<file path="config.mk">
export PLATFORM = sky130hd
export DESIGN_NAME = filled_circle_span_generator
export DESIGN_NICKNAME = d
export VERILOG_FILES = /design/src/sv/fcsg_pkg.sv /design/src/sv/fcsg_front.sv /design/src/sv/fcsg_cmd_queue.sv /design/src/sv/fcsg_back.sv /design/src/sv/filled_circle_span_generator.sv
export SDC_FILE = /design/constraint.sdc
export NUM_CORES = 1
export LEC_CHECK = 0
export ABC_AREA = 1
export CAP_MARGIN = 20
export CORE_ASPECT_RATIO = 1.75
export CORE_MARGIN = 2
export CORE_UTILIZATION = 65
export DETAILED_ROUTE_END_ITERATION = 8
export DONT_BUFFER_PORTS = 1
export PLACE_DENSITY = 0.87
export REMOVE_ABC_BUFFERS = 1
export SLEW_MARGIN = 20
export SYNTH_ARGS = -nofsm -noshare
export SYNTH_HDL_FRONTEND = slang
export SYNTH_HIERARCHICAL = 1
export SYNTH_SLANG_ARGS = --single-unit
</file>
<file path="constraint.sdc">
create_clock -name clk -period 4.9 [get_ports clk]
set_input_delay 0.49 -clock clk [delete_from_list [all_inputs] [get_ports clk]]
set_output_delay 0.49 -clock clk [all_outputs]
set_load 0.02 [all_outputs]
</file>
<file path="src/sv/fcsg_pkg.sv">
// ----------------------------------------------------------------------------
// fcsg_pkg
// Shared types and constants of the filled-circle span generator.
// ----------------------------------------------------------------------------
`default_nettype none

package fcsg_pkg;

	// Offsets carry the radius, at most 63, and a y of -1 on the closing step.
	localparam int OFS_W = 8;
	localparam int DEC_W = 12;
	localparam int POS_W = 12;
	localparam int CX_W  = 10;
	localparam int RAD_W = 6;
	localparam int COL_W = 2;

	localparam int RES_LIMIT = 64;
	localparam int CNT_W     = $clog2(RES_LIMIT);

	localparam int QDEPTH = 2;
	localparam int QPTR_W = $clog2(QDEPTH);
	localparam int QCNT_W = $clog2(QDEPTH + 1);

	typedef enum logic [0:0] {
		OP_FILL_CIRCLE = 1'b0
	} op_t;

	typedef struct packed {
		logic [CX_W-1:0]         cx;
		logic [CX_W-1:0]         cy;
		logic signed [OFS_W-1:0] rad;
		logic signed [DEC_W-1:0] dec0;
		logic [COL_W-1:0]        colour;
	} cmd_t;

	typedef struct packed {
		logic signed [POS_W-1:0] row_a_low;
		logic signed [POS_W-1:0] row_a_high;
		logic signed [POS_W-1:0] span_a_left;
		logic signed [POS_W-1:0] span_a_right;
		logic signed [POS_W-1:0] row_b_low;
		logic signed [POS_W-1:0] row_b_high;
		logic signed [POS_W-1:0] span_b_left;
		logic signed [POS_W-1:0] span_b_right;
		logic [COL_W-1:0]        colour;
		logic                    last;
	} res_t;

	typedef struct packed {
		logic full;
		logic empty;
	} q_status_t;

endpackage

`default_nettype wire

</file>
<file path="src/sv/fcsg_front.sv">
// ----------------------------------------------------------------------------
// fcsg_front
// Decodes an incoming command: clamps the radius and forms the starting
// decision term.
// ----------------------------------------------------------------------------
`default_nettype none

module fcsg_front
	import fcsg_pkg::*;
#(
	parameter int MAX_RADIUS = 63
) (
	input  wire logic [CX_W-1:0]  center_x,
	input  wire logic [CX_W-1:0]  center_y,
	input  wire logic [RAD_W-1:0] radius,
	input  wire logic             func,
	input  wire logic [COL_W-1:0] colour,
	output cmd_t                  cmd
);

	logic [OFS_W-1:0] rad_ext;
	logic [OFS_W-1:0] rad_clamped;

	assign rad_ext = OFS_W'(radius);

	always_comb begin
		// Every opcode is a filled circle; unknown codes take the same path.
		case (op_t'(func))
			OP_FILL_CIRCLE: rad_clamped = rad_ext;
			default:        rad_clamped = rad_ext;
		endcase
		if (rad_clamped > OFS_W'(MAX_RADIUS)) begin
			rad_clamped = OFS_W'(MAX_RADIUS);
		end
		cmd.cx     = center_x;
		cmd.cy     = center_y;
		cmd.rad    = $signed(rad_clamped);
		cmd.dec0   = DEC_W'(3) - (DEC_W'(rad_clamped) << 1);
		cmd.colour = colour;
	end

endmodule

`default_nettype wire

</file>
<file path="src/sv/fcsg_cmd_queue.sv">
// ----------------------------------------------------------------------------
// fcsg_cmd_queue
// Short command queue between the decoder and the span stepper.
// ----------------------------------------------------------------------------
`default_nettype none

module fcsg_cmd_queue
	import fcsg_pkg::*;
(
	input  wire logic clk,
	input  wire logic arst_n,
	input  wire logic push,
	input  wire cmd_t push_cmd,
	input  wire logic pop,
	output cmd_t      head_cmd,
	output q_status_t status
);

	cmd_t              mem_q [QDEPTH];
	logic [QPTR_W-1:0] wr_ptr_q;
	logic [QPTR_W-1:0] rd_ptr_q;
	logic [QCNT_W-1:0] count_q;

	assign status.full  = (count_q == QCNT_W'(QDEPTH));
	assign status.empty = (count_q == '0);
	assign head_cmd     = mem_q[rd_ptr_q];

	always_ff @(posedge clk) begin
		if (push) begin
			mem_q[wr_ptr_q] <= push_cmd;
		end
	end

	always_ff @(posedge clk or negedge arst_n) begin
		if (!arst_n) begin
			wr_ptr_q <= '0;
			rd_ptr_q <= '0;
			count_q  <= '0;
		end else begin
			if (push) begin
				wr_ptr_q <= (wr_ptr_q == QPTR_W'(QDEPTH - 1)) ? '0 : wr_ptr_q + 1'b1;
			end
			if (pop) begin
				rd_ptr_q <= (rd_ptr_q == QPTR_W'(QDEPTH - 1)) ? '0 : rd_ptr_q + 1'b1;
			end
			case ({push, pop})
				2'b10:   count_q <= count_q + 1'b1;
				2'b01:   count_q <= count_q - 1'b1;
				default: count_q <= count_q;
			endcase
		end
	end

endmodule

`default_nettype wire

</file>
<file path="src/sv/fcsg_back.sv">
// ----------------------------------------------------------------------------
// fcsg_back
// Midpoint circle stepper: walks one octant and registers one set of four
// spans per step.
// ----------------------------------------------------------------------------
`default_nettype none

module fcsg_back
	import fcsg_pkg::*;
(
	input  wire logic      clk,
	input  wire logic      arst_n,
	input  wire cmd_t      head_cmd,
	input  wire q_status_t q_status,
	output logic           pop,
	output res_t           res,
	output logic           res_valid,
	input  wire logic      res_stall
);

	logic                    busy_q;
	logic signed [OFS_W-1:0] x_q;
	logic signed [OFS_W-1:0] y_q;
	logic signed [DEC_W-1:0] d_q;
	logic [CNT_W-1:0]        cnt_q;
	logic [CX_W-1:0]         cx_q;
	logic [CX_W-1:0]         cy_q;
	logic [COL_W-1:0]        colour_q;

	logic                    out_valid_q;
	res_t                    out_q;

	logic                    emit;
	logic                    last;
	logic signed [OFS_W-1:0] x_nx;
	logic signed [OFS_W-1:0] y_nx;
	logic signed [DEC_W-1:0] d_nx;
	logic signed [POS_W-1:0] cxp;
	logic signed [POS_W-1:0] cyp;
	logic signed [POS_W-1:0] xp;
	logic signed [POS_W-1:0] yp;
	logic signed [POS_W-1:0] a0;
	logic signed [POS_W-1:0] a1;
	logic signed [POS_W-1:0] b0;
	logic signed [POS_W-1:0] b1;
	res_t                    res_nx;

	assign emit = busy_q && (!out_valid_q || !res_stall);
	assign pop  = !busy_q && !q_status.empty;
	// Close after the first step with y below x, or on the result limit.
	assign last = (y_q < x_q) || (cnt_q == CNT_W'(RES_LIMIT - 1));

	always_comb begin
		x_nx = x_q + OFS_W'(1);
		if (d_q > 0) begin
			y_nx = y_q - OFS_W'(1);
			d_nx = d_q + ((DEC_W'(x_nx) - DEC_W'(y_nx)) <<< 2) + DEC_W'(10);
		end else begin
			y_nx = y_q;
			d_nx = d_q + (DEC_W'(x_nx) <<< 2) + DEC_W'(6);
		end
	end

	always_comb begin
		cxp = $signed(POS_W'(cx_q));
		cyp = $signed(POS_W'(cy_q));
		xp  = POS_W'(x_q);
		yp  = POS_W'(y_q);
		a0  = cxp - xp;
		a1  = cxp + xp;
		b0  = cxp - yp;
		b1  = cxp + yp;
		res_nx.row_a_low    = cyp - yp;
		res_nx.row_a_high   = cyp + yp;
		res_nx.span_a_left  = (a0 > a1) ? a1 : a0;
		res_nx.span_a_right = (a0 > a1) ? a0 : a1;
		res_nx.row_b_low    = cyp - xp;
		res_nx.row_b_high   = cyp + xp;
		res_nx.span_b_left  = (b0 > b1) ? b1 : b0;
		res_nx.span_b_right = (b0 > b1) ? b0 : b1;
		res_nx.colour       = colour_q;
		res_nx.last         = last;
	end

	always_ff @(posedge clk) begin
		if (pop) begin
			cx_q     <= head_cmd.cx;
			cy_q     <= head_cmd.cy;
			colour_q <= head_cmd.colour;
			x_q      <= '0;
			y_q      <= head_cmd.rad;
			d_q      <= head_cmd.dec0;
		end else if (emit) begin
			x_q <= x_nx;
			y_q <= y_nx;
			d_q <= d_nx;
		end
		if (emit) begin
			out_q <= res_nx;
		end
	end

	always_ff @(posedge clk or negedge arst_n) begin
		if (!arst_n) begin
			busy_q      <= 1'b0;
			cnt_q       <= '0;
			out_valid_q <= 1'b0;
		end else begin
			if (pop) begin
				busy_q <= 1'b1;
				cnt_q  <= '0;
			end else if (emit) begin
				busy_q <= !last;
				cnt_q  <= cnt_q + 1'b1;
			end
			if (emit) begin
				out_valid_q <= 1'b1;
			end else if (!res_stall) begin
				out_valid_q <= 1'b0;
			end
		end
	end

	assign res       = out_q;
	assign res_valid = out_valid_q;

endmodule

`default_nettype wire

</file>
<file path="src/sv/filled_circle_span_generator.sv">
// ----------------------------------------------------------------------------
// filled_circle_span_generator
// Filled-circle command in, one registered set of four horizontal spans out
// for every midpoint step of the circle.
// ----------------------------------------------------------------------------
// Each command (centre, radius, colour) yields the spans of a filled circle,
// one result word per midpoint step, the starting point included; the last
// word of a command carries last_step. A radius above MAX_RADIUS is clamped.
// Right span ends are the larger bound and left ends are the smaller bound. A
// command of clamped radius r gives about r/sqrt(2) + 2 words (two for radius
// zero, at most 64), one per clock while the output is not stalled, after the
// command is loaded into the stepper's x/y/decision registers. A two-word
// command queue sits between the decoder and the stepper, so the next command
// is taken while the current circle is still being walked.
`default_nettype none

module filled_circle_span_generator
	import fcsg_pkg::*;
#(
	parameter int MAX_RADIUS = 63
) (
	input  wire logic              clk,
	input  wire logic              arst_n,

	input  wire logic              in_valid,
	output logic                   in_stall,
	input  wire logic [CX_W-1:0]   center_x,
	input  wire logic [CX_W-1:0]   center_y,
	input  wire logic [RAD_W-1:0]  radius,
	input  wire logic              func,
	input  wire logic [COL_W-1:0]  colour,

	output logic                   out_valid,
	input  wire logic              out_stall,
	output logic signed [POS_W-1:0] row_a_low,
	output logic signed [POS_W-1:0] row_a_high,
	output logic signed [POS_W-1:0] span_a_left,
	output logic signed [POS_W-1:0] span_a_right,
	output logic signed [POS_W-1:0] row_b_low,
	output logic signed [POS_W-1:0] row_b_high,
	output logic signed [POS_W-1:0] span_b_left,
	output logic signed [POS_W-1:0] span_b_right,
	output logic [COL_W-1:0]       span_colour,
	output logic                   last_step
);

	cmd_t      dec_cmd;
	cmd_t      head_cmd;
	q_status_t q_status;
	logic      push;
	logic      pop;
	res_t      res;

	// Decode: clamp the radius and form the first decision term.
	fcsg_front #(
		.MAX_RADIUS(MAX_RADIUS)
	) u_front (
		.center_x(center_x),
		.center_y(center_y),
		.radius  (radius),
		.func    (func),
		.colour  (colour),
		.cmd     (dec_cmd)
	);

	// Hold off the source only while the queue is full.
	assign in_stall = q_status.full;
	assign push     = in_valid && !q_status.full;

	fcsg_cmd_queue u_queue (
		.clk     (clk),
		.arst_n  (arst_n),
		.push    (push),
		.push_cmd(dec_cmd),
		.pop     (pop),
		.head_cmd(head_cmd),
		.status  (q_status)
	);

	// Walk the octant; the output register parts the stepper from the sink.
	fcsg_back u_back (
		.clk      (clk),
		.arst_n   (arst_n),
		.head_cmd (head_cmd),
		.q_status (q_status),
		.pop      (pop),
		.res      (res),
		.res_valid(out_valid),
		.res_stall(out_stall)
	);

	assign row_a_low    = res.row_a_low;
	assign row_a_high   = res.row_a_high;
	assign span_a_left  = res.span_a_left;
	assign span_a_right = res.span_a_right;
	assign row_b_low    = res.row_b_low;
	assign row_b_high   = res.row_b_high;
	assign span_b_left  = res.span_b_left;
	assign span_b_right = res.span_b_right;
	assign span_colour  = res.colour;
	assign last_step    = res.last;

endmodule

`default_nettype wire
</file>
=== Yosys cells after proc, flatten, opt, wreduce, memory -nomap -nowiden ===
Memories as Yosys holds them, arrays and structs flattened.
Cells that the tools add are included.

* Input bits: 33
* Memory bits (writable): 80
* Logic and storage cells: 92
* Output and inout bits: 101
* Register bits: 161
* Memories: 1

{| class="wikitable"
|+ Memory list
! name !! depth !! width !! read ports !! clocked after memory_dff !! write ports !! line !! source
|-
| u_queue.mem_q || 2 || 40 || 1 || 0 || 1 || fcsg_cmd_queue.sv:19 || <nowiki>cmd_t mem_q [QDEPTH];</nowiki>
|}

* Mux-type cells: 22
* Equality and inequality tests: 5
* Reduce and logical (&&, ||, !) cells: 16
* Order comparisons: 5
* $add $sub $neg: 21

{| class="wikitable"
|+ Operators by type and width
! operator !! count
|-
| two-way mux 12 bit || 7
|-
| adder 11 x 8 -> 12 bit || 4
|-
| subtractor 11 x 8 -> 12 bit || 4
|-
| greater-than comparator 12 bit || 2
|-
| two-way mux 8 bit || 3
|-
| two-way mux 6 bit || 3
|-
| adder 12 x 10 -> 12 bit || 1
|-
| adder 12 x 11 -> 12 bit || 1
|-
| adder 12 x 4 -> 12 bit, second input constant || 1
|-
| adder 12 x 5 -> 12 bit, second input constant || 1
|-
| greater-than comparator 12 x 1 -> 1 bit, second input constant || 1
|-
| subtractor 2 x 9 -> 10 bit, first input constant || 1
|-
| subtractor 8 x 8 -> 9 bit || 1
|-
| adder 8 x 2 -> 8 bit, second input constant || 1
|-
| less-than comparator 8 bit || 1
|-
| two-way mux 1 bit || 8
|-
| subtractor 8 x 2 -> 8 bit, second input constant || 1
|-
| adder 6 x 1 -> 6 bit, second input constant || 1
|-
| equality test 6 bit, second input constant || 1
|-
| greater-than comparator 6 bit, second input constant || 1
|-
| zero test 1 bit || 6
|-
| nonzero test 2 bit || 3
|-
| equality test 2 bit, second input constant || 2
|-
| case mux 2 bit (2 select lines) || 1
|-
| 9 further kinds || 13
|}

=== Longest topological paths before layout ===
* Word-level depth: 7
* Gate-level depth with buffers: 27
* Mapped depth without buffers: 27

=== By module ===
Netlist, hierarchy kept.

{| class="wikitable"
|+ By module, submodules not included
! module !! times used !! seq. area each (µm²) !! cells each !! area each (µm²)
|-
| fcsg_back || 1 || 4,474.3 || 1,297 || 11,641.2
|-
| fcsg_cmd_queue || 1 || 2,622.5 || 243 || 3,326.9
|-
| fcsg_front || 1 || 0.0 || 56 || 346.6
|-
| filled_circle_span_generator || 1 || 0.0 || 2 || 10.0
|}

=== Worst setup path before layout ===
No wires, ideal clock.

* Path kind: input to register
* Start: input out_stall
* End: register u_back.y_q[0] (enable)
* Path buffers: 0
* Library setup time: 372 ps
* Stages on the path: 5
* Required time: 4,528 ps
* Path slack: 1,077 ps
* Data arrival time: 3,451 ps
* Cells stage by stage: nand2_1 nand2_1 inv_1 nor2_1 nor2_1

* Word-level cells in the longest chain between the ends: 5

{| class="wikitable"
|+ Ends and longest elaborated chain
! element !! line !! source
|-
| start: declaration || filled_circle_span_generator.sv:34 || <nowiki>input wire logic out_stall,</nowiki>
|-
| zero test 1 bit || fcsg_back.sv:48 || <nowiki>assign emit = busy_q && (!out_valid_q || !res_stall);</nowiki>
|-
| logical OR 1 bit || fcsg_back.sv:48 ||
|-
| logical AND 1 bit || fcsg_back.sv:48 ||
|-
| net u_back.emit || fcsg_back.sv:33 || <nowiki>logic emit;</nowiki>
|-
| nonzero test 2 bit (no source line) || n/a ||
|-
| AND reduction 2 bit (no source line) || n/a ||
|-
| end signal: assignment || fcsg_back.sv:91 || <nowiki>y_q <= head_cmd.rad;</nowiki>
|-
| end signal: assignment || fcsg_back.sv:95 || <nowiki>y_q <= y_nx;</nowiki>
|-
| end: declaration || fcsg_back.sv:23 || <nowiki>logic signed [OFS_W-1:0] y_q;</nowiki>
|}

The timed path passes the listed nets, and every way through them passes these cells.
A chain may end at the register's enable or synchronous reset.

==> qor.txt <==
initial antenna violation count - 0
Post-synth ARST share - 0.0498
routed vias - 10900
final net count - 1775
pin count of the biggest net entering global routing - 78
via-per-instance ratio - 5.79
post-CTS setup repair buffer count - 0
Setup crit start kind - register
number of H-tree levels - 1
number of antenna cells inserted - 0
launch point of the worst hold path - center_y[8]
top cell type's share of synthesized area - 0.433
top cell types by occurrence after synthesis - 282 x nand2_1, 227 x inv_1, 221 x edfxtp_1
count of endpoints failing setup in the final report - 0
run status - completed
peak clock frequency supported by timing - 232 MHz
final core area utilization - 0.693
worst skew pair latency - 0.54 ns
DRC errors left - 0
cell with the biggest individual delay on the critical path - edfxtp_1
cells after synthesis - 1598
area enclosed by the die boundary - 24900 um^2
cells along the critical path - ha_1, a21oi_1, o21bai_1, a21oi_1, o21bai_1, xor2_1, inv_1, ha_1, a21oi_1, o21ai_0, nand2_1, o2111ai_2, xnor2_2, nand2_2, o21ai_0
P&R area growth vs syn - 5.11%
drt total wl - 34100 um
Worst path most repeated cell - a21oi_1
number of placed I/O pins - 134
kind of end point of the critical path - register
number of buffer and inverter instances along the worst setup path - 1
slew of the pin with the lowest slew margin - 0.877 ns
clk sink count - 241
Crit Reg-Reg Startpoint - u_back/cx_q[1]
data arrival time of the critical path - 4.63 ns
Required @ worst endpoint - 5.22 ns
category of cells accounting for the largest share of critical-path delay - compound AO/OA/AOI/OAI gates
core area - 23200 um^2
number of cells on the worst reg-to-reg path - 15
headroom to the max-slew limit - 0.416
All-Layer GR Usage - 0.275
Root Buffer - clkbuf_16
Primary FF master, synth - edfxtp_1
Horiz. Die Dim - 120 um
half-perimeter wire length after placement - 25600 um
initial drt markers - 716
worst hold path cell count - 0
via count of the first global-routing pass - 11000
R2R Setup Slk - 0.59 ns
count of final hold-check violations - 0
part of the Yosys area used for sequential elements - 0.463
most common cell in the synthesized netlist - nand2_1
most area-hungry cell type in the Yosys netlist - edfxtp_1
post-DR wirelength/cell - 18.1 um
overflow left after global routing - 0
ANT nets after route - 0
endpoint of the worst hold path - u_queue/mem_q[0][30]
Cell variety after synth - 56
maximum clock path buffer count - 3
die height - 207 um
routability congestion estimate - 0.943
site row count - 74
CTS tree - yes
Min Hold Slack - 0.0389 ns
clock slew at the register clock pins of the worst setup and hold paths - 0.07 ns
dominant cells by area after synthesis - edfxtp_1 43%, ha_1 13%, nand2_1 6.9%
total negative slack for setup checks - 0 ns
netlist area before placement - 15300 um^2
count of synthesis-stage warnings from yosys - 6
Port-buffer cells - 0
time the worst path needs with I/O delays and setup - 4.31 ns
Post-synth EDFFs - 221
first-pass GRT wire length - 53900 um
final cycle utilization of the critical path - 0.881
Critical Path Fanout Max - 41
count of final max-slew check failures - 0
starting utilization of the core area - 0.659
clock tree skew after final layout - 0.0263 ns
number of max-cap violations - 0
setup repair after global routing missed its margin - false
Worst Hold Class - in2reg
Filler cells - 1672
maximum single-stage delay on the critical path - 0.62 ns
number of detailed-routing iterations run before antenna repair - 5
R2R Path End - u_back/res[16]
share of cells above drive strength 1 - 0.0728
Inserted Clock Buffers - 22
path type of the worst setup path - reg2reg
Syn Area/Cell - 9.59 um^2
flop and latch count out of synthesis - 241
## layout by cell type, fill, tap and decap left out, types with 3 or more instances in the layout
master     count
inv_1        226
dfxtp_1        8
clkinv_1       4
a21oi_1      116
a21oi_2        9
o21bai_1      11
inv_2         13
o21ai_1       34
nor3_1        13
nor2_1        75
buf_4         15
o21ai_0       89
nand2_1      282
edfxtp_1     221
a31oi_1        7
clkbuf_16     22
nand2_2       11
xnor2_1       14
nor4_1         4
bufinv_16      4
conb_1         3
nor2_2         6
a21o_1         5
fa_1          11
ha_1         165
clkinv_2       6
nand3_2        3
o21ai_2        5
o22ai_1        5
nand3_1       47
nand4_1       12
dfrtp_1       11
xor2_1        81
## state kept, by name (all words and copies together), names as in the netlist
| name | count |
|---|---|
| u_back/res | 95 |
| u_queue/mem_q | 84 |
| u_back/d_q | 12 |
| u_back/cx_q | 10 |
| u_back/cy_q | 10 |
| u_back/x_q | 8 |
| u_back/y_q | 8 |
| u_back/cnt_q | 6 |
| u_back/colour_q | 2 |
| u_queue/count_q | 2 |
| u_back/busy_q | 1 |
| u_back/res_valid | 1 |
| u_queue/rd_ptr_q | 1 |
| u_queue/wr_ptr_q | 1 |
## stage by stage
step	setup slack, ns	instances	area (um^2)
CTS	0.653	1884	16100
detailed placement	0.688	1845	15300
finish	0.585	1884	16100
global route	0.302	1884	16100
global placement	0.857	1845	15300
floorplan	0.835	1526	14800
## worst max path at each step
stage | from | endpoint | slack (ns) | depth (start not counted)
after CTS | u_back/cx_q[0] | u_back/res[7] | 0.65 | 21
after floorplan | u_back/x_q[7] | u_back/res[73] | 0.83 | 20
after detailed placement | u_back/cx_q[0] | u_back/res[6] | 0.69 | 21
after global placement | u_back/y_q[1] | u_back/d_q[11] | 0.86 | 26
after global routing | u_back/y_q[0] | u_back/res[16] | 0.30 | 20
final | u_back/cx_q[1] | u_back/res[16] | 0.59 | 15
## routing by layer
metal,vias up,global-route usage,part of all wire
met5,-,0,0
met4,0,0.198,0.084
met3,158,0.0325,0.047
met2,420,0.509,0.53
met1,5083,0.277,0.34
li1,5244,-,-
## cell type report
cell class	count	area, um^2	share of cell area
Clock buffer	23	554	0.0344
Clock inverter	15	196	0.0122
Inverter	243	915	0.0568
Multi-Input combinational cell	1042	6840	0.425
Sequential cell	241	7100	0.441
Tap cell	304	380	0.0236
Timing Repair Buffer	16	123	0.00761
## logic make-up after synthesis
family                   after synthesis  share of synthesized area
buffers and inverters                316                     0.0915
other                                  2                   0.000490
XOR/XNOR                              98                     0.0575
flip-flops                           241                      0.463
AO/OA/AOI/OAI                        302                      0.111
adder cells (fa/ha/maj)              176                      0.149
AND/OR/NAND/NOR                      463                      0.127
## repair_timing
item                                   4_1_cts  5_1_grt
setup endpoints to repair                    0        0
hold buffers                                 1        0
resized for setup                            0        0
endpoints found under the hold margin       12        0
Power is left out: the tool's default activity adds up to more than one toggle a clock period on the data nets, which glitch-free logic cannot reach.
